--- config.mk ---
export PLATFORM = sky130hd
export DESIGN_NAME = skt_cell
export DESIGN_NICKNAME = d
export VERILOG_FILES = /design/src/hdl/skt_pkg.sv /design/src/hdl/skt_cell.sv
export SDC_FILE = /design/constraint.sdc
export NUM_CORES = 1
export LEC_CHECK = 0
export BUFFER_PORTS_ARGS = -buffer_cell sky130_fd_sc_hd__buf_2
export CAP_MARGIN = 20
export CORE_AREA = 4 4 196 198
export DETAILED_ROUTE_END_ITERATION = 8
export DIE_AREA = 0 0 200 202
export PLACE_DENSITY_LB_ADDON = 0.25
export SETUP_SLACK_MARGIN = 0.2
export SYNTH_ARGS = -nofsm -noshare
export SYNTH_HDL_FRONTEND = slang
export SYNTH_SLANG_ARGS = --single-unit
--- constraint.sdc ---
create_clock -name clk_i -period 13.9 [get_ports clk_i]
set_input_delay 2.78 -clock clk_i [delete_from_list [all_inputs] [get_ports clk_i]]
set_output_delay 2.78 -clock clk_i [all_outputs]
set_load 0.02 [all_outputs]
--- src/hdl/skt_pkg.sv ---
// ----------------------------------------------------------------------------
// skt_pkg: shared types and constants for the sorted record table
// Opcodes, status codes, record and command structures, sizing constants.
// ----------------------------------------------------------------------------
package skt_pkg;

  localparam int Depth   = 64;
  localparam int IdxW    = $clog2(Depth);
  localparam int CntMinW = $clog2(Depth + 1);
  localparam int EntryW  = 7;
  localparam int CntW    = (CntMinW > EntryW) ? CntMinW : EntryW;
  localparam int RankW   = 6;
  localparam int WordW   = 32;

  typedef enum logic [1:0] {
    OP_INSERT = 2'd0,
    OP_REMOVE = 2'd1,
    OP_UPDATE = 2'd2,
    OP_READ   = 2'd3
  } op_e;

  typedef enum logic [2:0] {
    ST_OK        = 3'd0,
    ST_FULL      = 3'd1,
    ST_DUPLICATE = 3'd2,
    ST_NOT_FOUND = 3'd3,
    ST_BAD_RANK  = 3'd4
  } status_e;

  typedef struct packed {
    logic signed [WordW-1:0] key;
    logic signed [WordW-1:0] amount;
    logic        [WordW-1:0] price;
  } rec_t;

  typedef struct packed {
    op_e                     op;
    logic signed [WordW-1:0] key;
    logic signed [WordW-1:0] amount;
    logic        [WordW-1:0] price;
    logic        [RankW-1:0] rank;
  } cmd_t;

  // Per-cell write enables for the apply cycle.
  typedef struct packed {
    logic ins_en;
    logic rem_en;
    logic upd_en;
  } ctl_t;

endpackage

--- src/hdl/skt_cell.sv ---
// ----------------------------------------------------------------------------
// skt_cell: one slot of the ordered shift array
// Compares its record with the command key, then keeps, loads, shifts, or updates its amount.
// ----------------------------------------------------------------------------
module skt_cell (
  input  logic                     clk_i,
  input  logic                     rst_ni,
  input  logic [skt_pkg::IdxW-1:0] idx_i,
  input  logic [skt_pkg::CntW-1:0] count_i,
  input  skt_pkg::cmd_t            cmd_i,
  input  skt_pkg::ctl_t            ctl_i,
  input  logic                     left_lt_i,
  input  skt_pkg::rec_t            left_rec_i,
  input  skt_pkg::rec_t            right_rec_i,
  output skt_pkg::rec_t            rec_o,
  output logic                     lt_o,
  output logic                     eq_o,
  output skt_pkg::rec_t            rd_o
);
  import skt_pkg::*;

  rec_t rec_q, rec_d;
  rec_t rd_q;
  logic lt_q, eq_q;
  logic occ;
  logic sel;

  assign occ = CntW'(idx_i) < count_i;
  assign sel = occ && (CntW'(idx_i) == CntW'(cmd_i.rank));

  // Flags compare against the held command key; always loaded.
  always_ff @(posedge clk_i or negedge rst_ni) begin
    if (!rst_ni) begin
      lt_q <= 1'b0;
      eq_q <= 1'b0;
    end else begin
      lt_q <= occ && (rec_q.key < cmd_i.key);
      eq_q <= occ && (rec_q.key == cmd_i.key);
    end
  end

  always_ff @(posedge clk_i) begin
    rd_q  <= sel ? rec_q : '0;
    rec_q <= rec_d;
  end

  always_comb begin
    rec_d = rec_q;
    if (ctl_i.ins_en && !lt_q) begin
      if (left_lt_i) begin
        rec_d.key    = cmd_i.key;
        rec_d.amount = cmd_i.amount;
        rec_d.price  = cmd_i.price;
      end else begin
        rec_d = left_rec_i;
      end
    end else if (ctl_i.rem_en && !lt_q) begin
      rec_d = right_rec_i;
    end else if (ctl_i.upd_en && eq_q) begin
      rec_d.amount = cmd_i.amount;
    end
  end

  assign rec_o = rec_q;
  assign lt_o  = lt_q;
  assign eq_o  = eq_q;
  assign rd_o  = rd_q;

endmodule

==> flow_summary.yaml <==
run_status:
  status: "completed"
pwr:
  internal-power_w: 0.00119
  combPwrFrac: 0.312
  pwr-share-clk: 0.250
  power_density_nw_per_um2: 157
  ir_drop_v: 0.0000852
  p_sw_w: 0.000680
  p_total_w: 0.00187
  seqPwrFrac: 0.438
  p_leak_nw: 6.10
  p_sw_frac: 0.364
detailed_routing:
  antenna_left: 0
  first_iter_violations: 397
  drc_errors: 0
  viasPerCell: 4.23
  wirelength_mm: 30.4
  vias: 7234
  wire_per_inst_um: 17.8
  drt_pass1_iterations: 8
cts:
  htree_levels: 4
  clock_latency_ns: 0.45
  cts.clk_slew.worst_paths_ns: 0.08
  cts_inserted_buffers: 17
  cts-root-buf: "clkbuf_16"
  cts_resized: 0
  cts_setup_buffers: 0
  cts_hold_buf: 0
  cts_tree: "built"
  clock_sinks: 194
  cts_max_path_buffers: 2
sta:
  period_needed_ns: 4.89
  tightest_slew_ns: 0.978
  clock_skew_ns: 0.0110
  drv_slew: 0
  hold_viol: 0
  finalSetupTns_ns: 0
  fmax_mhz: 204
  hold_ws_ns: 0.467
  finalCritPeriodShare: 0.352
  max_slew_margin: 0.348
  setup_violations: 0
  rsz0062_at_grt: "false"
floorplanning:
  die_w_um: 200
  start_util: 0.229
  rows: 70
  ios: 509
  dieArea_um2: 40400
  die_h_um: 202
  core_area_um2: 36500
synthesis:
  yosysTopAreaCell: "edfxtp_1"
  async_flop_share: 0.0103
  synth_common_cells: "96 x and2_1, 96 x dfxtp_1, 96 x edfxtp_1"
  ys.flop_type: "edfxtp_1"
  yosysWarnings: 0
  synth_seq_area_share: 0.580
  synth_cell_types: 36
  synthTopCellsByArea: "edfxtp_1 34%, dfxtp_1 23%, mux2i_1 7.7%, and2_1 7.2%, ha_1 5.5%"
  avgSynthCellArea_um2: 11.4
  synth_edf_count: 96
  synth_top_area_share: 0.345
  synthCells: 735
  syn_area_um2: 8370
  ys_ff_latch: 194
  synth_fp_nets: 1087
cells_and_area:
  diodes: 0
  area_growth_pct: 42.5
  drive_above_1_share: 0.444
  fillerInstances: 3816
  stdcell_area_um2: 11900
  nets: 1580
placed_design:
  placed_cell_area_um2: 11400
  place_hpwl_mm: 24.4
  gp_congestion: 0.834
  portBuffers: 506
min_path:
  hp-class: "register to register"
run:
  maxCapViolCount: 0
critical_path:
  crit_required_ns: 14.08
  end_kind: "register"
  crit_arrival_ns: 5.07
  path_class: "input pin to register"
  startpoint_type: "input pin"
  cp_max_fo: 73
global_routing:
  grt_pass1_vias: 7561
  grt_max_degree: 97
  antenna_found_initial: 4
  grt_use_total: 0.144
  grt_first_pass_wirelength_mm: 43.9
  grt-ovfl-total: 0
==> critical path, stage by stage <==
cell,delay [ns]
buf_2,0.13
nand2b_4,0.47
buf_4,0.60
o21ai_2,0.24
buf_8,0.23
a222oi_1,0.44
inv_1,0.09
==> final cells by class <==
type	instances	area [um^2]	area share
Clock buffer	21	440	0.0369
Timing Repair Buffer	514	2600	0.218
Inverter	71	267	0.0224
Multi-Input combinational cell	430	3080	0.258
Clock inverter	11	95.1	0.00798
Sequential cell	194	4850	0.407
Tap cell	468	586	0.0491
==> power by group through the flow <==
stage	registers [W]	logic, W	clock network [W]
2_1_floorplan	0.000953	0.000210	0
3_3_place_gp	0.000831	0.000590	0
3_5_place_dp	0.000833	0.000594	0
4_1_cts	0.000822	0.000596	0.000489
5_1_grt	0.000834	0.000639	0.000511
6_report	0.000817	0.000582	0.000467
==> cells in the final DEF (no fill, tap or decap), drive strengths merged <==
master,count
o21ai,69
mux2,1
and2,96
edfxtp,96
nand4,7
mux2i,64
dfxtp,96
nor3b,1
a222oi,32
a211oi,1
nand2,69
o22ai,1
nand2b,2
nor3,1
nor2b,1
a21oi,15
clkbuf,21
ha,37
nand3,3
dfrtp,2
inv,78
a2111oi,1
clkinvlp,1
xor2,2
a21o,8
nor2,8
nand3b,1
o211ai,2
and4,2
xnor2,4
nor4,1
clkinv,3
buf,514
nand4b,1
==> per-layer routing <==
layer | GRT usage | up-vias | share of wire
li1 | - | 3564 | -
met1 | 0.165 | 3352 | 0.40
met2 | 0.255 | 277 | 0.51
met3 | 0.0443 | 33 | 0.076
met4 | 0.0425 | 8 | 0.018
met5 | 0 | - | 0.0014
==> per-stage QoR <==
step	setup WS (ns)	instances	util
final	9.01	1709	0.326
after global routing	8.79	1709	0.326
after floorplan	6.84	735	-
after global placement	8.34	1676	0.311
after detailed placement	8.47	1677	0.312
after CTS	8.98	1709	0.326
==> worst paths after layout <==
path / slack [ns] / endpoint / start / depth (start not counted)
setup / recovery: 9.01 / rec_o[49] / ctl_i[2] / 7
min in group asynchronous: 2.11 / eq_o / rst_ni / 1
hold reg to reg: 0.47 / rd_o[13] / rec_o[13] / 1
setup reg to reg: 10.80 / rec_o[49] / lt_o / 6
hold / removal: 0.47 / rd_o[13] / rec_o[13] / 1
max in group asynchronous: 11.69 / lt_o / rst_ni / 1
==> registers in the layout, summed over array words and instances, names as in the netlist <==
| register | flops |
|---|---|
| rec_o | 96 |
| lt_o | 1 |
| rd_o | 96 |
| eq_o | 1 |
==> kinds of logic (layout without fill, tap and decap cells) <==
logic type,count (synthesis),after routing,synth area share
buffers and inverters,111,617,0.0550
adder cells (fa/ha/maj),37,37,0.0553
multiplexers,65,65,0.0779
XOR/XNOR,6,6,0.00628
AO/OA/AOI/OAI,129,129,0.101
flip-flops,194,194,0.580
AND/OR/NAND/NOR,193,193,0.124
Note: power is estimated with default switching activity, not from simulation.
